`src/sv/alias_table_builder_assert.svh`:
```
// ============================================================================
// alias_table_builder_assert.svh
// Assertion macros used by the alias table builder back end (abt_back).
// ============================================================================
`ifndef ALIAS_TABLE_BUILDER_ASSERT_SVH
`define ALIAS_TABLE_BUILDER_ASSERT_SVH

`ifndef ASSERT_OFF
// Same-cycle implication, disabled during reset
`define ABT_ASSERT_IMP(lbl, clk, rst_n, pre, post) \
    lbl: assert property (@(posedge clk) disable iff (!rst_n) (pre) |-> (post)) \
        else $error("alias table builder assertion failed");
// Next-cycle implication, disabled during reset
`define ABT_ASSERT_NXT(lbl, clk, rst_n, pre, post) \
    lbl: assert property (@(posedge clk) disable iff (!rst_n) (pre) |=> (post)) \
        else $error("alias table builder assertion failed");
`else
`define ABT_ASSERT_IMP(lbl, clk, rst_n, pre, post)
`define ABT_ASSERT_NXT(lbl, clk, rst_n, pre, post)
`endif

`endif

```
`src/sv/abt_ram.sv`:
```
// ============================================================================
// abt_ram
// Generic single-write, single-read RAM with registered read data.
// ============================================================================
module abt_ram #(
    parameter int WIDTH = 8,
    parameter int DEPTH = 64
) (
    input  logic                     clk,
    input  logic                     wr_en,
    input  logic [$clog2(DEPTH)-1:0] wr_addr,
    input  logic [WIDTH-1:0]         wr_data,
    input  logic [$clog2(DEPTH)-1:0] rd_addr,
    output logic [WIDTH-1:0]         rd_data
);

    logic [WIDTH-1:0] mem [DEPTH];

    // Write port and registered read port
    always_ff @(posedge clk)
    begin
        if (wr_en)
        begin
            mem[wr_addr] <= wr_data;
        end
        rd_data <= mem[rd_addr];
    end

endmodule

```
`config.mk`:
```
export PLATFORM = sky130hd
export DESIGN_NAME = abt_ram
export DESIGN_NICKNAME = d
export VERILOG_FILES = /design/src/sv/alias_table_builder_assert.svh /design/src/sv/abt_ram.sv
export SDC_FILE = /design/constraint.sdc
export NUM_CORES = 1
export LEC_CHECK = 0
export BUFFER_PORTS_ARGS = -buffer_cell sky130_fd_sc_hd__buf_4
export CAP_MARGIN = 20
export CORE_MARGIN = 5
export CORE_UTILIZATION = 55
export CTS_CLUSTER_DIAMETER = 150
export DETAILED_ROUTE_END_ITERATION = 16
export GPL_ROUTABILITY_DRIVEN = 0
export GPL_TIMING_DRIVEN = 0
export PLACE_DENSITY = 0.82
export RECOVER_POWER = 50
export SYNTH_ARGS = -nofsm -noshare
export SYNTH_HDL_FRONTEND = slang
export SYNTH_SLANG_ARGS = --single-unit
```
`constraint.sdc`:
```
create_clock -name clk -period 2.16 [get_ports clk]
set_clock_uncertainty 0.15 [all_clocks]
set_input_delay 0.432 -clock clk [delete_from_list [all_inputs] [get_ports clk]]
set_output_delay 0.432 -clock clk [all_outputs]
set_load 0.01 [all_outputs]
```
Yosys cells after proc, flatten, opt, wreduce, memory -nomap -nowiden --
Memories as Yosys holds them, arrays and structs flattened. A register that Yosys moved wholly into a read port is not among the register bits. Cells that the tools add are included.
Storage, ports and cells: RAM bits 512, memories 1, word-level logic and storage cells 3, register bits after elaboration 0, bits of input ports 22
Memories:
- mem | depth 64, width 8, read ports 1, clocked after Yosys merged registers in 1, wr ports 1, line abt_ram.sv:17 | logic [WIDTH-1:0] mem [DEPTH];
Cells by class: mux-type cells 2
Operator list (number):
- $mux W1 | 2

Depth between registers and ports, before layout --
Gate-level depths: netlist of run 1.
depth in word-level cells 2, mapped depth 9, mapped depth without buffers 5

Worst setup path before layout of run 1 --
OpenSTA, ideal clock, no wires.
kind in2reg, start point input rd_addr[1], end point register rd_data[3], read port of mem, buffers on the path 3, slack -0.090 ns, required time 1.882 ns, data arrival time 1.972 ns, library setup time 0.128 ns, cell stages on the path 7, path through buf_4 > buf_2 > buf_2 > mux4_2 > mux4_2 > o21ai_1 > o41ai_1
RTL lines:
- from (decl) | line abt_ram.sv:13 | input logic [$clog2(DEPTH)-1:0] rd_addr,
- to (decl) | line abt_ram.sv:14 | output logic [WIDTH-1:0] rd_data

Worst setup path in the final report of run 1 --
start point input wr_addr[2], end point memory mem[5][1] (enable)
RTL lines:
- from (decl) | line abt_ram.sv:11 | input logic [$clog2(DEPTH)-1:0] wr_addr,
- to (decl) | line abt_ram.sv:17
Straight into the memory's write port.

==> results of run 1 <==
critical path, stage by stage:
cell      delay [ns]
clkbuf_1        0.28
nor2b_1         0.23
nand3_1         0.61
nor2_2          0.71
power by group through the flow:
stage               Sequential, W  Combinational [W]  Clock (W)
global placement           0.0114            0.00107          0
detailed placement         0.0114            0.00110          0
floorplan                  0.0114           0.000599          0
finish                     0.0112            0.00118    0.00834
global route               0.0112            0.00123    0.00885
CTS                        0.0112            0.00113    0.00838
stage by stage:
stage               total power [W]  std cells  hold slack (ns)  TNS [ns]  cell area (µm²)
floorplan                    0.0120        940            0.381         0            20200
global placement             0.0125       1429            0.670   -198.38            20900
detailed placement           0.0125       1429            0.671   -239.74            20900
CTS                          0.0207       1515           0.0591     -2.32            22600
global route                 0.0213       1517           0.0757     -4.95            22700
finish                       0.0207       1518            0.110     -1.64            22700
area by class of cell:
class                           count  area, µm²  share of cell area (%)
Sequential cell                   520      15500                    68.3
Timing Repair Buffer               23        148                   0.649
Tap cell                          468        586                    2.57
Antenna cell                        1       2.50                  0.0110
Multi-Input combinational cell    369       4520                    19.9
Clock buffer                       67       1350                    5.91
Clock inverter                     20        205                   0.902
Buffer                             50        402                    1.77
how the worst min path moves through the flow:
stage | cells past startpoint | slack [ns] | from | to
global route | 2 | 0.08 | rd_addr[5] | rd_data[5]
finish | 2 | 0.11 | rd_addr[5] | rd_data[5]
CTS | 2 | 0.06 | rd_addr[5] | rd_data[5]
floorplan | 0 | 0.38 | wr_data[0] | mem[0][0]
global placement | 2 | 0.67 | rd_addr[5] | rd_data[3]
detailed placement | 2 | 0.67 | rd_addr[5] | rd_data[5]
repair_timing:
item                       in CTS  in global routing
pin swaps                       0                  2
gates resized for setup        32                 58
setup endpoints to repair      72                222
state kept, by name (all words and copies together) (netlist names):
register  count
mem         512
rd_data       8
layout by cell type, fill, tap and decap left out, types with 4 or more instances in the layout:
cell type / netlist / routed
edfxtp_1: 512 / 512
buf_4: 13 / 21
mux2_2: 13 / 13
o22ai_1: 8 / 8
clkbuf_2: 0 / 12
mux4_2: 126 / 126
nand3_1: 13 / 12
clkbuf_16: 0 / 50
a221oi_1: 6 / 6
buf_8: 0 / 5
clkinv_1: 0 / 7
bufinv_16: 0 / 4
buf_2: 11 / 8
o221ai_1: 8 / 8
nor2b_1: 14 / 14
a211oi_1: 4 / 4
dfxtp_1: 8 / 8
clkbuf_1: 17 / 25
mux2i_1: 23 / 20
nor3_1: 7 / 5
nor2_1: 83 / 44
nand2b_1: 7 / 7
buf_6: 4 / 10
nand2_1: 19 / 19
clkinv_2: 0 / 7
nor2_2: 0 / 38
layer usage:
metal / vias to the layer above / global-route usage (%) / share of wire (%)
met4: 4 / 7.84 / 4.2
met5: - / 0 / 0.055
met2: 835 / 36.4 / 47
met3: 131 / 5.24 / 12
li1: 4065 / - / -
met1: 5236 / 33.2 / 36
logic make-up after synthesis:
kind of cell	synth area share (%)
AOI/OAI and AO/OA	2.07
buffers and inverters	1.57
and+or+nand+nor	3.39
muxes	15.9
DFF	77.0
==> results.yml, run 1 <==
outcome:
  status: "complete, but fails checks"
  violations: "setup timing"
sta:
  setup_violations: 51
  finalHoldViolations: 0
  setup_ws_ns: -0.0696
  tightest_slew_ns: 1.45
  rsz0062_at_grt: "true"
  min_period_ns: 2.23
  period_share_pct: 103
  relSlewSlack_pct: 3.49
  timing.fmax_ghz: 0.449
  drv_slew: 0
detailed_routing:
  drtAntennaViolNets: 0
  vias: 10271
  avgRoutedWirePerCell_um: 31.1
  firstDrtPassIters: 9
  vias_per_cell: 6.77
  drt_iter0_drc: 1667
  drc: 0
  drt-total-wl_um: 47200
floorplanning:
  die_w_um: 201
  floorplan.rows: 70
  die_area_um2: 40600
  die_h_um: 201
  core_area_um2: 36400
  top_level_ports: 30
  start_util_pct: 55.4
pwr:
  ir_worst_vdd_v: 0.000512
  p_int_w: 0.0164
  clockPowerShare_pct: 40.2
  seqPwrFrac_pct: 54.1
  powerDensity_nw_per_um2: 911
  combPwrFrac_pct: 5.7
  leakagePower_nw: 7.05
  switching_share_pct: 20.7
  power_switching_w: 0.00428
synthesis:
  synth_cells: 940
  synth_edf_count: 512
  syn-cell-area_um2: 20200
  async_flop_share_pct: 0
  ys.flop_type: "edfxtp_1"
  synthTopCellsByCount: "edfxtp_1, mux4_2, nor2_1"
  ys_warn_count: 0
  ys_seq_area_share_pct: 77.0
  syn-num-nets: 962
  synthTopCellsByArea: "edfxtp_1, mux4_2, nor2_1"
  ys_ff_latch: 520
  synthDominantCellAreaShare_pct: 76.2
  yosysTopAreaCell: "edfxtp_1"
  yosysMostFrequentCell: "edfxtp_1"
  yosys.cell_types.count: 40
  synth_area_per_cell_um2: 21.5
grt:
  grt_pass1_wl_um: 69100
  grt_pass1_vias: 10145
  grt.total_usage_pct: 23.3
  grt_max_degree: 65
  overflow: 0
  antenna_found_initial: 2
layout:
  drive_above_1_share_pct: 30.4
  nets: 1034
  post-route-util_pct: 62.4
  area_delta_synth_final_pct: 12.8
  num-fill-cells: 2285
cts:
  cts_max_level: 2
  clk_latency_ns: 0.57
  cts_buffer_depth: 3
  ctsHoldBuffers: 0
  path_clk_slew_ns: 0.06
  cts_setup_buffers: 0
  cts_tree: "built"
  cts_buffers: 48
  clockRootBuffer: "clkbuf_16"
  clock-sinks: 520
worst_setup_path:
  r2r_end: "rd_data[6]"
  arrival_ns: 2.27
  worstSetupEndpointType: "register"
  ff2ff_setup_slack_ns: 0.02
  crit_required_ns: 2.20
  critPathMaxFanout: 10
  startpoint: "wr_addr[2]"
  crit_path_start_kind: "primary input"
  crit_end: "mem[5][1]"
  timing.rr.start: "mem[21][6]"
  ff2ff_path_depth: 5
  critical_path_class: "in -> reg"
worst_hold_path:
  hold_class: "in -> reg"
run:
  cap_viol_max_count: 0
place:
  port_buffers: 21
  dp_slack_ns: -1.18
  hpwl_um: 28900
Note: power is estimated with default switching activity, not from simulation.
==> run 2: changes to the inputs <==
- ABC_AREA: unset -> 0
- REMOVE_ABC_BUFFERS: unset -> 1
- clock period: 2.16 -> 2 ns (I/O delays scaled with it)
==> run 2 against run 1 <==
Effect of this change: the flow still finishes with violations (setup timing); core utilization increased by 0.24 points; total power increased by 7.3%; via count decreased by 2.9%; critical path depth decreased by 1; design area increased by 0.39%; register-to-register slack got worse by 0.07 ns; highest routed layer is now met4.
==> results.yml, run 2 (synthesis results as in run 1) <==
floorplanning:
  die_area_um2: 40600
  start_util_pct: 55.4
  die_w_um: 201
  top_level_ports: 30
  die_h_um: 201
  core_area_um2: 36400
  floorplan.rows: 70
run:
  cap_viol_max_count: 0
pwr:
  power_w: 0.0222
  ir_worst_vdd_v: 0.000906
  powerDensity_nw_per_um2: 973
  leakagePower_nw: 7.03
place:
  dp_slack_ns: -1.94
  hpwl_um: 24300
  port_buffers: 29
layout:
  layout_common_cells: "edfxtp_1, mux4_2, clkbuf_16"
  nets: 1000
  max_flop_register: "mem"
  reg_top3: "mem (512), rd_data (8)"
  final_common_cell: "edfxtp_1"
  drive_above_1_share_pct: 31.9
  largest_reg_flops: 512
  area_delta_synth_final_pct: 13.2
  num-fill-cells: 2295
  multiInputGateArea_um2: 4720
  register_area_um2: 15500
outcome:
  status: "complete, but fails checks"
  violations: "setup timing"
worst_setup_path:
  critical_path_class: "in -> reg"
  critPathMaxFanout: 10
  cpPeakStageDelay_ns: 0.96
  crit_path_start_kind: "primary input"
  slowest_stage: "nor2_1"
  worstPathCellList: "buf_4 -> nand4_1 -> nor2_1"
  arrival_ns: 2.18
  crit_required_ns: 2.04
  worstSetupEndpointType: "register"
sta:
  drv_slew: 0
  setup_tns_ns: -5.43
  tightest_slew_ns: 1.44
  setup_ws_ns: -0.143
  min_period_ns: 2.14
  setup_violations: 108
  timing.hold.ws_ns: 0.116
  rsz0062_at_grt: "true"
  finalHoldViolations: 0
  timing.fmax_ghz: 0.467
  relSlewSlack_pct: 4.15
  period_share_pct: 107
cts:
  clockRootBuffer: "clkbuf_16"
  clk_latency_ns: 0.58
  cts_max_level: 2
  cts_tree: "built"
  path_clk_slew_ns: 0.06
  cts_buffers: 49
  cts_setup_buffers: 0
  cts_buffer_depth: 3
  clock-sinks: 520
grt:
  grt_pass1_wl_um: 68700
  grt_pass1_vias: 10425
  overflow: 0
  grt_max_degree: 80
  antenna_found_initial: 1
  grt.total_usage_pct: 22.9
detailed_routing:
  drtAntennaViolNets: 0
  drc: 0
  firstDrtPassIters: 7
  avgRoutedWirePerCell_um: 31.2
  vias: 9970
  drt-total-wl_um: 46400
  drt_iter0_drc: 1460
  vias_per_cell: 6.70
worst_hold_path:
  hold_class: "in -> reg"
-- run 2: layout make-up --
cell class,instances,share of cell area [%]
repair buffers,38,2.07
diodes,1,0.0110
clock inverters,20,0.521
multi-input cells,369,20.7
clock buffers,71,6.14
well taps,468,2.56
flip-flops and latches,520,68.0
-- run 2: final timing paths --
kind | cells past startpoint | start | slack (ns) | to
hold / removal | 3 | rd_addr[5] | 0.12 | rd_data[1]
setup / recovery | 3 | wr_addr[1] | -0.14 | mem[63][1]
setup reg to reg | 5 | mem[28][6] | -0.05 | rd_data[6]
hold reg to reg | 4 | mem[34][0] | 0.77 | rd_data[0]
-- run 2: timing repair --
item	in CTS	in global routing
resized for setup	67	45
endpoints found under the setup margin	116	297
hold buffers	0	0
cloned	5	0
pin swaps	5	6
-- run 2: critical path: cells and delay by family --
family	cells	cell delay (ns)
and+or+nand+nor	2	1.61
buffers and inverters	1	0.17
-- run 2: per-stage QoR --
step | utilization [%] | instances | instance area (µm²)
2_1_floorplan | - | 889 | 19900
3_3_place_gp | 56.7 | 1386 | 20700
3_5_place_dp | 56.9 | 1390 | 20700
4_1_cts | 62.3 | 1486 | 22700
5_1_grt | 62.7 | 1487 | 22800
6_report | 62.7 | 1487 | 22800
-- run 2: where the power goes --
part / switching (W) / internal [W] / total (W) / leakage, nW
sequential: 0.0000253 / 0.0121 / 0.0121 / 4.67
combinational: 0.000781 / 0.000491 / 0.00127 / 1.61
clock: 0.00387 / 0.00498 / 0.00885 / 0.744
-- run 2: routing by layer --
metal | track usage (%) | wire, µm | vias up
li1 | - | - | 4012
met1 | 31.2 | 16800 | 5114
met5 | 0 | 0 | -
met3 | 4.67 | 4670 | 129
met2 | 37.3 | 23200 | 715
met4 | 8.37 | 1790 | 0
==> run 3: changes to the inputs <==
- RECOVER_POWER: 50 -> unset
==> run 3 against run 2 <==
Effect of this change: the run still ends with setup timing left; largest power group unchanged; clock power about the same; sequential share of layout area down 0.060 points; setup slack worse by 0.025 ns; via count down 0.11%; design area about the same; flip-flop and latch count unchanged; combinational power about the same; highest routed layer unchanged; non-clock buffer count unchanged; clock-buffer cell count unchanged; critical path depth unchanged.
==> results.yml, run 3 (synthesis results as in run 1) <==
worst_setup_path:
  crit_path_start_kind: "primary input"
  cpPeakStageDelay_ns: 0.97
  arrival_ns: 2.21
  critical_path_class: "in -> reg"
  slowest_stage: "nor2_1"
  path_delay_family: "simple AND/OR/NAND/NOR gates"
  critPathMaxFanout: 10
  critPathBufInv: 1
  worstSetupEndpointType: "register"
  worstPathCellList: "buf_4 -> nand4_1 -> nor2_1"
  crit_required_ns: 2.04
cts:
  cts_buffer_depth: 3
  clockRootBuffer: "clkbuf_16"
  ctsHoldBuffers: 0
  clk_latency_ns: 0.57
  cts_tree: "built"
  cts_setup_buffers: 0
  cts_max_level: 2
  clock-sinks: 520
  path_clk_slew_ns: 0.06
  cts_buffers: 49
floorplanning:
  start_util_pct: 55.4
  top_level_ports: 30
  die_w_um: 201
  floorplan.rows: 70
  die_area_um2: 40600
  die_h_um: 201
  core_area_um2: 36400
pwr:
  combPwrFrac_pct: 5.7
  powerDensity_nw_per_um2: 973
  seqPwrFrac_pct: 54.4
  ir_worst_vdd_v: 0.000905
  clockPowerShare_pct: 39.9
  power_switching_w: 0.00469
  p_int_w: 0.0175
  switching_share_pct: 21.1
  leakagePower_nw: 7.03
detailed_routing:
  drc: 0
  drt-total-wl_um: 46500
  vias: 9959
  firstDrtPassIters: 5
  vias_per_cell: 6.70
  avgRoutedWirePerCell_um: 31.3
  drt_iter0_drc: 1469
  drtAntennaViolNets: 0
grt:
  grt.total_usage_pct: 22.9
  grt_busiest_layer: "met2"
  grt_use_met1_pct: 31.2
  grt_pass1_vias: 10425
  antenna_found_initial: 1
  met2_usage_pct: 37.3
  use_met3_pct: 4.67
  grt_pass1_wl_um: 68700
  overflow: 0
  grt_max_degree: 80
sta:
  min_period_ns: 2.17
  tightest_slew_ns: 0.906
  finalHoldViolations: 0
  timing.fmax_ghz: 0.461
  timing.hold.ws_ns: 0.123
  setup_violations: 144
  rsz0062_at_grt: "true"
  drv_slew: 0
  period_share_pct: 108
  relSlewSlack_pct: 39.3
  setup_ws_ns: -0.167
layout:
  largest_reg_flops: 512
  fin_cells: 1487
  final_common_cell: "edfxtp_1"
  drive_above_1_share_pct: 31.9
  reg_top3: "mem (512), rd_data (8)"
  nets: 1000
  layout_common_cells: "edfxtp_1, mux4_2, clkbuf_16"
  post-route-util_pct: 62.7
  area_delta_synth_final_pct: 13.3
  max_flop_register: "mem"
run:
  cap_viol_max_count: 0
place:
  hpwl_um: 24300
  dpl.cell_count: 1390
  port_buffers: 29
outcome:
  violations: "setup timing"
  status: "complete, but fails checks"
worst_hold_path:
  hold_class: "in -> reg"
run 3: changes by cell type in the layout (fill, tap and decap cells not counted):
cell,before,now
buf_4,19,27
clkbuf_2,8,0
run 3: final timing paths:
path / startpoint / end / slack [ns] / cells after the start
worst max-delay path: wr_addr[1] / mem[63][1] / -0.17 / 3
worst min-delay path: rd_addr[5] / rd_data[1] / 0.12 / 3
worst max register to register: mem[28][6] / rd_data[6] / -0.05 / 5
worst min register to register: mem[34][0] / rd_data[0] / 0.76 / 4
run 3: cell type report:
class / instances / area [µm²]
sequential: 520 / 15500
fill: 2289 / 13600
tap: 468 / 586
timing repair buffer: 38 / 492
multi-input combinational: 369 / 4720
clock buffer: 71 / 1400
clock inverter: 20 / 119
antenna: 1 / 2.50
run 3: per-layer routing:
metal  vias to the layer above  wire length [µm]  share of wire, %
met1                      5191             16900                36
met3                       112              4520               9.7
met5                         -                 0                 0
met4                         0              1740               3.7
li1                       4007                 -                 -
met2                       649             23300                50
run 3: tightest hold or removal path, cell delays in order:
cell and delay [ns]:
buf_4 0.21, nand2_1 0.11, o2bb2ai_2 0.07
run 3: metrics by stage:
stage | total power (W) | worst slack, ns | cell area [µm²] | setup TNS, ns
floorplan | 0.0128 | 0.0886 | 19900 | 0
global placement | 0.0134 | -2.90 | 20700 | -241.37
detailed placement | 0.0134 | -1.94 | 20700 | -265.03
CTS | 0.0222 | -0.0997 | 22700 | -1.68
global route | 0.0228 | -0.149 | 22900 | -9.38
finish | 0.0222 | -0.167 | 22900 | -6.97
run 3: power groups by stage:
stage / Sequential [W] / Combinational, W / Clock, W
6_report: 0.0121 / 0.00128 / 0.00886
5_1_grt: 0.0121 / 0.00134 / 0.00941
4_1_cts: 0.0121 / 0.00124 / 0.00891
3_5_place_dp: 0.0123 / 0.00110 / 0
3_3_place_gp: 0.0123 / 0.00107 / 0
2_1_floorplan: 0.0123 / 0.000467 / 0
run 3: timing repair:
item                       CTS  global route
gates cloned                 5             0
pin swaps                    5             6
gates resized for setup     67            45
setup endpoints to repair  116           297
