<file path="config.mk">
export PLATFORM = sky130hd
export DESIGN_NAME = abt_front_flat
export DESIGN_NICKNAME = d
export VERILOG_FILES = /design/src/sv/alias_table_builder_assert.svh /design/src/sv/abt_pkg.sv /design/src/sv/abt_if.sv /design/src/sv/abt_front.sv /design/src/flat_wrapper.sv
export SDC_FILE = /design/constraint.sdc
export NUM_CORES = 1
export LEC_CHECK = 0
export BUFFER_PORTS_ARGS = -buffer_cell sky130_fd_sc_hd__buf_2
export CAP_MARGIN = 20
export CORE_ASPECT_RATIO = 1.75
export CORE_MARGIN = 8
export CORE_UTILIZATION = 46
export DETAILED_ROUTE_END_ITERATION = 7
export PLACE_DENSITY = 0.93
export SLEW_MARGIN = 5
export SYNTH_ARGS = -nofsm -noshare
export SYNTH_HDL_FRONTEND = slang
export SYNTH_SLANG_ARGS = --single-unit
</file>
<file path="constraint.sdc">
create_clock -name clk -period 12.7 [get_ports clk]
set_input_delay 1.905 -clock clk [delete_from_list [all_inputs] [get_ports clk]]
set_output_delay 1.905 -clock clk [all_outputs]
set_load 0.1 [all_outputs]
</file>
<file path="src/sv/alias_table_builder_assert.svh">
// ============================================================================
// alias_table_builder_assert.svh
// Assertion macros used by the alias table builder back end (abt_back).
// ============================================================================
`ifndef ALIAS_TABLE_BUILDER_ASSERT_SVH
`define ALIAS_TABLE_BUILDER_ASSERT_SVH

`ifndef ASSERT_OFF
// Same-cycle implication, disabled during reset
`define ABT_ASSERT_IMP(lbl, clk, rst_n, pre, post) \
    lbl: assert property (@(posedge clk) disable iff (!rst_n) (pre) |-> (post)) \
        else $error("alias table builder assertion failed");
// Next-cycle implication, disabled during reset
`define ABT_ASSERT_NXT(lbl, clk, rst_n, pre, post) \
    lbl: assert property (@(posedge clk) disable iff (!rst_n) (pre) |=> (post)) \
        else $error("alias table builder assertion failed");
`else
`define ABT_ASSERT_IMP(lbl, clk, rst_n, pre, post)
`define ABT_ASSERT_NXT(lbl, clk, rst_n, pre, post)
`endif

`endif

</file>
<file path="src/sv/abt_pkg.sv">
// ============================================================================
// abt_pkg
// Shared types and constants of the alias table builder.
// ============================================================================
package abt_pkg;

    localparam int WEIGHT_W          = 32;
    localparam int TOTAL_W           = 40;
    localparam int CFG_W             = 7;
    localparam int CFG_RESET         = 64;
    localparam int SCALE_EXTRA       = 7;
    localparam int MAX_ENTRIES_DEF   = 64;
    localparam int FRAC_BITS_DEF     = 16;

    // Build request handed from the front to the back
    typedef struct packed {
        logic [TOTAL_W-1:0] total;
        logic [CFG_W-1:0]   cnt;
        logic               zero;
    } cmd_t;

    // Back status seen by the front
    typedef struct packed {
        logic weights_busy;
        logic cmd_take;
    } back_status_t;

    typedef enum logic [3:0] {
        B_IDLE,
        B_SC_RD,
        B_SC_MUL,
        B_SC_DIV,
        B_SC_WAIT,
        B_PR_POP,
        B_PR_IDX,
        B_PR_RDL,
        B_PR_CALC,
        B_DR_RD,
        B_DR_WR,
        B_EM_RD,
        B_EM_LD
    } back_state_t;

endpackage

</file>
<file path="src/sv/abt_if.sv">
// ============================================================================
// abt_if
// Channel interfaces of the alias table builder.
// ============================================================================
interface abt_item_if;
    logic                         valid;
    logic                         ready;
    logic [abt_pkg::WEIGHT_W-1:0] weight;
    logic [abt_pkg::TOTAL_W-1:0]  total;
    modport source (output valid, output weight, output total, input ready);
    modport sink   (input valid, input weight, input total, output ready);
endinterface

interface abt_cfg_if;
    logic                      valid;
    logic                      ready;
    logic [abt_pkg::CFG_W-1:0] entry_count;
    modport source (output valid, output entry_count, input ready);
    modport sink   (input valid, input entry_count, output ready);
endinterface


</file>
<file path="src/sv/abt_front.sv">
// ============================================================================
// abt_front
// Loads weights, holds entry_count and queues one build request.
// ============================================================================
module abt_front #(
    parameter int MAX_ENTRIES = abt_pkg::MAX_ENTRIES_DEF
) (
    input  logic                                clk,
    input  logic                                rst_n,
    abt_item_if.sink                            items,
    abt_cfg_if.sink                             cfg,
    input  abt_pkg::back_status_t               status,
    output logic                                cmd_valid,
    output abt_pkg::cmd_t                       cmd,
    output logic                                w_wr_en,
    output logic [$clog2(MAX_ENTRIES)-1:0]      w_wr_addr,
    output logic [abt_pkg::WEIGHT_W-1:0]        w_wr_data
);

    localparam int IDX_W = $clog2(MAX_ENTRIES);
    localparam int CW    = abt_pkg::CFG_W;

    logic [CW-1:0]  entry_count_reg;
    logic [CW-1:0]  load_count_reg;
    logic           cmd_valid_reg;
    abt_pkg::cmd_t  cmd_reg;
    logic [CW-1:0]  cnt_act;
    logic           accept;
    logic           set_done;

    // Clamp entry_count into 1..MAX_ENTRIES
    always_comb
    begin
        if (entry_count_reg == '0)
        begin
            cnt_act = CW'(1);
        end
        else if (entry_count_reg > CW'(MAX_ENTRIES))
        begin
            cnt_act = CW'(MAX_ENTRIES);
        end
        else
        begin
            cnt_act = entry_count_reg;
        end
    end

    // Hold requests while a build is queued or the back reads the weights
    assign items.ready = !cmd_valid_reg && !status.weights_busy;
    assign cfg.ready   = 1'b1;
    assign accept      = items.valid && items.ready;
    assign set_done    = CW'(load_count_reg + 1'b1) >= cnt_act;

    // Store each weight at its load position
    assign w_wr_en   = accept;
    assign w_wr_addr = load_count_reg[IDX_W-1:0];
    assign w_wr_data = items.weight;

    // Load counter, register and build request slot
    always_ff @(posedge clk or negedge rst_n)
    begin
        if (!rst_n)
        begin
            entry_count_reg <= CW'(abt_pkg::CFG_RESET);
            load_count_reg  <= '0;
            cmd_valid_reg   <= 1'b0;
        end
        else
        begin
            if (cfg.valid && cfg.ready)
            begin
                entry_count_reg <= cfg.entry_count;
                load_count_reg  <= '0;
            end
            else if (accept)
            begin
                load_count_reg <= set_done ? '0 : CW'(load_count_reg + 1'b1);
            end
            if (accept && set_done)
            begin
                cmd_valid_reg <= 1'b1;
            end
            else if (status.cmd_take)
            begin
                cmd_valid_reg <= 1'b0;
            end
        end
    end

    // Request payload
    always_ff @(posedge clk)
    begin
        if (accept && set_done)
        begin
            cmd_reg.total <= items.total;
            cmd_reg.cnt   <= cnt_act;
            cmd_reg.zero  <= (items.total == '0);
        end
    end

    assign cmd_valid = cmd_valid_reg;
    assign cmd       = cmd_reg;

endmodule

</file>
<file path="src/flat_wrapper.sv">
// flat-port wrapper written by rule: the top's interface ports become plain ports
module abt_front_flat 
#(
    parameter int MAX_ENTRIES = abt_pkg::MAX_ENTRIES_DEF
)
  (clk, rst_n, status, cmd_valid, cmd, w_wr_en, w_wr_addr, w_wr_data, items_valid, items_weight, items_total, items_ready, cfg_valid, cfg_entry_count, cfg_ready);
  abt_item_if items_i ();
  abt_cfg_if cfg_i ();
  input  logic clk;
  input  logic rst_n;
  input  abt_pkg::back_status_t status;
  output logic cmd_valid;
  output abt_pkg::cmd_t cmd;
  output logic w_wr_en;
  output logic [$clog2(MAX_ENTRIES)-1:0] w_wr_addr;
  output logic [abt_pkg::WEIGHT_W-1:0] w_wr_data;
  input wire logic [$bits(items_i.valid)-1:0] items_valid;
  input wire logic [$bits(items_i.weight)-1:0] items_weight;
  input wire logic [$bits(items_i.total)-1:0] items_total;
  output wire logic [$bits(items_i.ready)-1:0] items_ready;
  input wire logic [$bits(cfg_i.valid)-1:0] cfg_valid;
  input wire logic [$bits(cfg_i.entry_count)-1:0] cfg_entry_count;
  output wire logic [$bits(cfg_i.ready)-1:0] cfg_ready;
  assign items_i.valid = items_valid;
  assign items_i.weight = items_weight;
  assign items_i.total = items_total;
  assign items_ready = items_i.ready;
  assign cfg_i.valid = cfg_valid;
  assign cfg_i.entry_count = cfg_entry_count;
  assign cfg_ready = cfg_i.ready;
  abt_front #(.MAX_ENTRIES(MAX_ENTRIES)) u_core (.clk(clk), .rst_n(rst_n), .items(items_i), .cfg(cfg_i), .status(status), .cmd_valid(cmd_valid), .cmd(cmd), .w_wr_en(w_wr_en), .w_wr_addr(w_wr_addr), .w_wr_data(w_wr_data));
endmodule
</file>
Word level (Yosys, flattened, before mapping)
Cells that the tools add are included.

word-level totals
  register bits = 63
  latch bits = 0
  RAM bits = 0
  ROM bits = 0
  input bits = 85
  output and inout bits = 90
  word-level logic and storage cells = 25
  memories kept = 0

cells by class
  add/sub/neg operators = 1
  multiply operators = 0
  div/mod/pow operators = 0
  magnitude comparators = 2
  equal/unequal tests = 0
  shift-type cells = 0
  mux-type cells = 7
  bitwise operators = 0
  reduce and logical (&&, ||, !) cells = 9

operators with widths
  kind                                                           number
  40-bit logical NOT                                             1
  7-bit two-way mux                                              5
  7-bit by 1-bit adder with 7-bit output, second input constant  1
  7-bit greater-or-equal comparator                              1
  7-bit > comparator, second input constant                      1
  7-bit logical NOT                                              1
  2-bit nonzero test                                             2
  1-bit logical AND                                              3
  1-bit logical NOT                                              2
  1-bit two-way mux                                              2

Logic depth before layout (Yosys ltp)
Gate-level depths: netlist of run 1.

  depth after elaboration = 7
  mapped depth = 9
  mapped depth without buffers = 9

Worst setup path after synthesis of run 1
No wires, ideal clock.

  kind = input to output
  from = in status[1] (netlist name)
  to = out items_ready
  arrival time = 3.158 ns
  required time = 10.795 ns
  setup slack = 7.637 ns
  stages = 1
  buffers on the path = 0
  cells stage by stage = nor2_1

between the ends
  cells in the longest elaborated chain, start to end = 2

ends and longest elaborated chain
  item               line                RTL
  from (decl)        flat_wrapper.sv:11  input abt_pkg::back_status_t status;
  1-bit logical NOT  abt_front.sv:49     assign items.ready = !cmd_valid_reg && !status.weights_busy;
  1-bit logical AND  abt_front.sv:49
  to (decl)          flat_wrapper.sv:20  output wire logic [$bits(items_i.ready)-1:0] items_ready;

No other way between the ends.

Final worst setup path of run 1
  from = in status[1] (netlist name)
  to = out w_wr_en

between the ends
  cells in the longest elaborated chain, start to end = 3

ends and longest elaborated chain
  item               line                RTL
  1-bit logical NOT  abt_front.sv:49
  1-bit logical AND  abt_front.sv:49
  1-bit logical AND  abt_front.sv:51     assign accept = items.valid && items.ready;
  to (decl)          flat_wrapper.sv:14  output logic w_wr_en;

No other way between the ends.

==> out/metrics.yaml, run 1 <==
final-setup-viol-count: 0
global_route.peak_usage_layer: "met2"
insertion_delay_ns: 0.32
cp-end-kind: "primary output"
grt_pass1_wl_um: 9020
fin_setup_tns_ns: 0
largest_reg_flops: 48
syn_inst: 195
globalRouteTotalUtil: 0.139
place_ws_ns: 7.67
cts-resized-gates: 0
cts-buffers-inserted: 9
grt-ovfl-total: 0
dr.first_iter.drc_count: 48
max-vdd-ir-drop_mv: 0.0905
max_cap_viol_count: 0
synth-main-ff-cell: "sky130_fd_sc_hd__edfxtp_1"
gr-usage-met3: 0.0517
switching_share: 0.257
areaGrowthSynthToFinish_pct: 19.8
postCtsHoldBufs: 0
placement.io_buffers: 109
share_seq_of_total_power: 0.488
power.share.clock: 0.371
reg2reg_depth: 9
p_int_uw: 354
insertedDiodeCount: 0
final_core_util: 0.565
final.period_utilization: 0.395
power_frac_comb: 0.140
synth.lib_cells_used.distinct: 37
met2_usage: 0.239
syn_area_sq_um: 2770
cts_tree: "yes"
critPathMaxFanout: 6
timing_worst_slew_pin_value_ns: 0.578
drive_above_1_share: 0.502
synthDominantAreaCellType: "sky130_fd_sc_hd__edfxtp_1"
number_of_synthesized_flops_with_an_enable_pin: 48
final-instance-count-excl-fill: 357
lkg_pwr_nw: 1.48
ctsLongestPathBuffers: 2
synthArstFlopShare: 0.238
yosysWarnings: 0
routabilityCongestion: 0.815
post_drt_via_cell_ratio: 4.99
ys_seq_elements: 63
dpl.hpwl_um: 5080
critical_path.startpoint_type: "primary input"
drtAntennaViolNets: 0
cts_htree_levels: 3
remaining_max_slew_budget_at_the_tightest_pin: 0.615
cts_root_buf: "sky130_fd_sc_hd__clkbuf_8"
fmax_ghz: 0.199
grt_max_degree: 49
first_global_vias: 1917
routedWlPerCell_um: 17.3
chipHeight_um: 119
cts.sink_count: 63
vias: 1780
floorplan.initialDensity: 0.472
die_x_um: 74.7
number_of_placed_instances_with_taps_included: 341
number_of_antenna_violations_at_the_first_check_in_global_routing: 2
die-area_sq_um: 8870
timing.hold.worst.class: "reg2reg"
synth.most_common_cell: "sky130_fd_sc_hd__edfxtp_1"
final-max-slew-violation-count: 0
final_nets: 367
drt_pre_antenna_iters: 4
finalWorstSetupSlack_ns: 7.68
outcome: "completed"
finClkSkew_ns: 0.00925
postRouteWirelength_um: 6180
yosys.area.top_type_share: 0.520
final_hold_fails: 0
cts_setup_buffers: 0
timing_worst_setup_path_type: "in2out"
worstPathArrival_ns: 3.12
crit_required_ns: 10.80
power_per_cell_area_nw_per_um2: 144
fp.coreArea_sq_um: 5880
synth.avg_cell_area_sq_um: 14.2
fp-row-count: 37
top_level_ports: 175
worst_hold_path.num_cells: 1
grt_met1_use: 0.117
net_switching_power_uw: 123
synth_seq_area_share: 0.655
final_worst_path_period_need_ns: 5.02
syn_nets: 288
synth_area_leaders: "sky130_fd_sc_hd__edfxtp_1, sky130_fd_sc_hd__dfrtp_1, sky130_fd_sc_hd__buf_4"
grt_setup_unrepaired: "false"
drc_errors: 0
worst_path_clk_slew_ns: 0.06
ys_top_cells_by_count: "sky130_fd_sc_hd__edfxtp_1, sky130_fd_sc_hd__buf_4, sky130_fd_sc_hd__dfrtp_1, sky130_fd_sc_hd__nand2_1, sky130_fd_sc_hd__nor4_1"
placed cells by master, fill, tap and decap left out, drive strengths merged:
cell | synthesis | routed
a32o | 4 | 4
inv | 9 | 9
nand2b | 3 | 3
buf | 41 | 110
nand3 | 3 | 3
o211ai | 2 | 2
a41o | 1 | 1
nor3 | 2 | 2
ha | 8 | 8
a21o | 2 | 2
clkbuf | 1 | 11
nor2 | 8 | 8
a31oi | 1 | 1
o21a | 1 | 1
nand4 | 3 | 3
dfrtp | 14 | 14
o21ai | 4 | 4
nor4 | 10 | 10
clkinv | 0 | 3
conb | 1 | 1
or3b | 1 | 1
o22ai | 1 | 1
nand2 | 13 | 13
edfxtp | 48 | 48
xnor2 | 2 | 2
dfstp | 1 | 1
mux2 | 6 | 6
bufinv | 0 | 2
a21oi | 3 | 3
xor2 | 2 | 2
final timing paths:
| check | from | endpoint | slack (ns) |
|---|---|---|---|
| setup / recovery | status[1] | w_wr_en | 7.68 |
| hold / removal | u_core.entry_count_reg[0] | u_core.entry_count_reg[0] | 0.51 |
| setup reg to reg | u_core.load_count_reg[0] | u_core.cmd[12] | 9.71 |
| hold reg to reg | u_core.entry_count_reg[0] | u_core.entry_count_reg[0] | 0.51 |
| max in group asynchronous | rst_n | u_core.entry_count_reg[6] | 10.91 |
| min in group asynchronous | rst_n | u_core.entry_count_reg[2] | 1.48 |
power groups by stage:
stage	Sequential, mW	Clock [mW]	Combinational, mW
floorplan	0.260	0	0.0738
CTS	0.233	0.183	0.0677
finish	0.233	0.177	0.0670
global route	0.234	0.189	0.0713
global placement	0.237	0	0.0657
detailed placement	0.237	0	0.0676
worst max-delay path: stages:
cell and delay [ns]:
sky130_fd_sc_hd__buf_2 0.10, sky130_fd_sc_hd__or3b_1 0.56, sky130_fd_sc_hd__inv_2 0.12, sky130_fd_sc_hd__buf_2 0.43
layer usage:
metal	vias to the layer above	part of all wire
met1	810	0.32
met4	4	0.053
li1	827	-
met5	-	0.0029
met3	32	0.12
met2	107	0.51
stage by stage:
step                      cell area [sq um]  hold WS [ns]  power (mW)
after detailed placement               3120         0.505       0.305
after floorplan                        2770         0.482       0.334
after CTS                              3320         0.518       0.484
after global placement                 3120         0.492       0.303
after global routing                   3320         0.532       0.494
final                                  3320         0.513       0.477
kinds of logic (layout without fill, tap and decap cells):
logic type | Yosys count | in the layout | synth area share
AO/OA/AOI/OAI | 19 | 19 | 0.0618
XOR/XNOR | 4 | 4 | 0.0126
multiplexers | 6 | 6 | 0.0244
adder cells (fa/ha/maj) | 8 | 8 | 0.0361
AND/OR/NAND/NOR | 43 | 43 | 0.0834
other | 1 | 1 | 0.00135
buffers and inverters | 51 | 135 | 0.125
flip-flops | 63 | 63 | 0.655
cell type report:
type | instances | area [sq um]
Timing Repair Buffer | 110 | 553
Multi-Input combinational cell | 81 | 617
Clock inverter | 5 | 72.6
Tap cell | 78 | 97.6
Inverter | 9 | 33.8
Sequential cell | 63 | 1820
Fill cell | 479 | 2560
Clock buffer | 11 | 131
No activity file was read; power rests on OpenSTA's default activity.
==> inputs of run 2 (changes only) <==
- CORE_UTILIZATION: 46 -> 43
- PLACE_DENSITY: 0.93 -> 0.88
- clock period: 12.7 -> 5.15 ns (I/O delays scaled with it)
==> out/metrics.yaml, run 2 (synthesis gave the netlist of run 1 again) <==
fin_setup_tns_ns: 0  # unchanged
cts_htree_levels: 3  # unchanged
final.period_utilization: 0.611
cts-resized-gates: 0  # unchanged
areaGrowthSynthToFinish_pct: 25.1  # was 19.8%
cell_seen_most_often_among_critical_path_stages: "sky130_fd_sc_hd__ha_1"  # was sky130_fd_sc_hd__buf_2
routedWlPerCell_um: 17.9  # was 17.3 um
final_hold_fails: 0  # unchanged
critical_path_cell_by_cell: "ha_1 -> nand2_1 -> nor2_1 -> xor2_1 -> ha_1 -> nand4_1 -> o21a_2 -> nor2_4 -> buf_4"  # was buf_2 -> or3b_1 -> inv_2 -> buf_2
postRouteWirelength_um: 6480  # was 6180 um
timing_worst_setup_path_type: "reg2reg"  # was in2out
grt_max_degree: 26  # was 49
worst_path_clk_slew_ns: 0.06  # about the same
top_level_ports: 175  # unchanged
insertedDiodeCount: 0  # unchanged
grt_setup_unrepaired: "false"  # unchanged
ctsLongestPathBuffers: 2  # unchanged
drive_above_1_share: 0.516  # was 0.502
worstPathArrival_ns: 3.14  # was 3.12 ns
drc_errors: 0  # unchanged
timing.hold.worst.class: "in2async"  # was reg2reg
remaining_max_slew_budget_at_the_tightest_pin: 0.570  # was 0.615
cts_root_buf: "sky130_fd_sc_hd__clkbuf_16"  # was sky130_fd_sc_hd__clkbuf_8
die_x_um: 76.7  # was 74.7 um
critical_path.startpoint_type: "flip-flop"  # was primary input
max_cap_viol_count: 0  # unchanged
post_drt_via_cell_ratio: 4.94  # was 4.99
cts.sink_count: 63  # unchanged
max-vdd-ir-drop_mv: 0.250  # was 0.0905 mV
vias: 1783  # was 1780
worst_path_max_delay_cell: "sky130_fd_sc_hd__nor2_4"  # was sky130_fd_sc_hd__or3b_1
final_core_util: 0.543  # was 0.565
largest_reg_flops: 48  # unchanged
final.fill_count: 524  # was 479
dr.first_iter.drc_count: 83  # was 48
grt-ovfl-total: 0  # unchanged
outcome: "completed"  # unchanged
chipHeight_um: 122  # was 119 um
drtAntennaViolNets: 0  # unchanged
finClkSkew_ns: 0.00739  # was 0.00925 ns
cts_setup_buffers: 0  # unchanged
grt_pass1_wl_um: 10000  # was 9020 um
layout_common_cells: "sky130_fd_sc_hd__buf_2, sky130_fd_sc_hd__edfxtp_1, sky130_fd_sc_hd__dfrtp_1, sky130_fd_sc_hd__nand2_1, sky130_fd_sc_hd__nor4_1"  # unchanged
postCtsHoldBufs: 0  # unchanged
layout_cell_area_excl_fill_sq_um: 3470  # was 3320 sq um
number_of_antenna_violations_at_the_first_check_in_global_routing: 1  # was 2
dpl-instance-area_sq_um: 3120  # about the same
crit_required_ns: 5.15  # was 10.80 ns
power_per_cell_area_nw_per_um2: 412  # was 144 nW/um^2
final-setup-viol-count: 0  # unchanged
first_global_vias: 1976  # was 1917
final_nets: 367  # unchanged
cts-buffers-inserted: 9  # unchanged
cts_tree: "yes"  # unchanged
final.hold.worst_slack_ns: 0.349  # was 0.513 ns
final_worst_path_period_need_ns: 3.15
fmax_ghz: 0.318
dpl.hpwl_um: 5200  # was 5080 um
drt_pre_antenna_iters: 5  # was 4
fp.coreArea_sq_um: 6390  # was 5880 sq um
routabilityCongestion: 0.933  # was 0.815
final_common_cell: "sky130_fd_sc_hd__buf_2"  # unchanged
critPathMaxFanout: 25  # was 6
globalRouteTotalUtil: 0.140  # was 0.139
placement.io_buffers: 109  # unchanged
timing_worst_slew_pin_value_ns: 0.643  # was 0.578 ns
lkg_pwr_nw: 1.55  # was 1.48 nW
fp-row-count: 39  # was 37
die-area_sq_um: 9380  # was 8870 sq um
insertion_delay_ns: 0.32  # about the same
cp_slowest_stage_delay_ns: 0.51  # was 0.56 ns
cp-end-kind: "flip-flop"  # was primary output
final-max-slew-violation-count: 0  # unchanged
floorplan.initialDensity: 0.434  # was 0.472
-- run 2: power breakdown --
group,internal (mW),leakage (nW),switching [mW]
logic,0.0391,0.755,0.127
clock network,0.474,0.166,0.213
registers,0.567,0.627,0.00856
total,1.08,1.55,0.349
-- run 2: per-layer routing --
| layer | share of wire | global-route usage |
|---|---|---|
| met4 | 0.031 | 0.0944 |
| met5 | 0.0020 | 0 |
| met1 | 0.33 | 0.120 |
| met2 | 0.53 | 0.246 |
| met3 | 0.11 | 0.0740 |
-- run 2: worst max-delay path, delay by kind of cell, from the launching register on --
kind	cells	cell delay [ns]
and+or+nand+nor	4	0.84
adders and majority gates	2	0.62
DFF	1	0.46
buffers and inverters	1	0.41
AOI/OAI and AO/OA	1	0.32
xor gates and xnor gates	1	0.16
-- run 2: layout make-up --
class	count	area, sq um	share of cell area
Clock buffer	9	225	0.0649
Sequential cell	63	1820	0.524
Multi-Input combinational cell	81	617	0.178
Inverter	9	33.8	0.00974
Clock inverter	7	120	0.0346
Timing Repair Buffer	110	553	0.159
Tap cell	82	103	0.0296
-- run 2: path summary, 6_finish.rpt --
path | from | endpoint | slack [ns] | cells past startpoint
min | rst_n | u_core.entry_count_reg[2] | 0.35 | 1
max in group asynchronous | rst_n | u_core.entry_count_reg[6] | 4.50 | 1
min reg2reg | u_core.entry_count_reg[0] | u_core.entry_count_reg[0] | 0.51 | 1
max | u_core.load_count_reg[0] | u_core.cmd[24] | 2.00 | 9
max reg2reg | u_core.load_count_reg[0] | u_core.cmd[24] | 2.00 | 9
min in group clk | u_core.entry_count_reg[0] | u_core.entry_count_reg[0] | 0.51 | 1
-- run 2: stage by stage --
stage          power, mW  instances  setup slack (ns)
2_1_floorplan      0.823        195             0.981
3_3_place_gp       0.748        345              2.12
3_5_place_dp       0.753        345              2.01
4_1_cts             1.44        361              1.98
5_1_grt             1.48        361              1.73
6_report            1.43        361              2.00
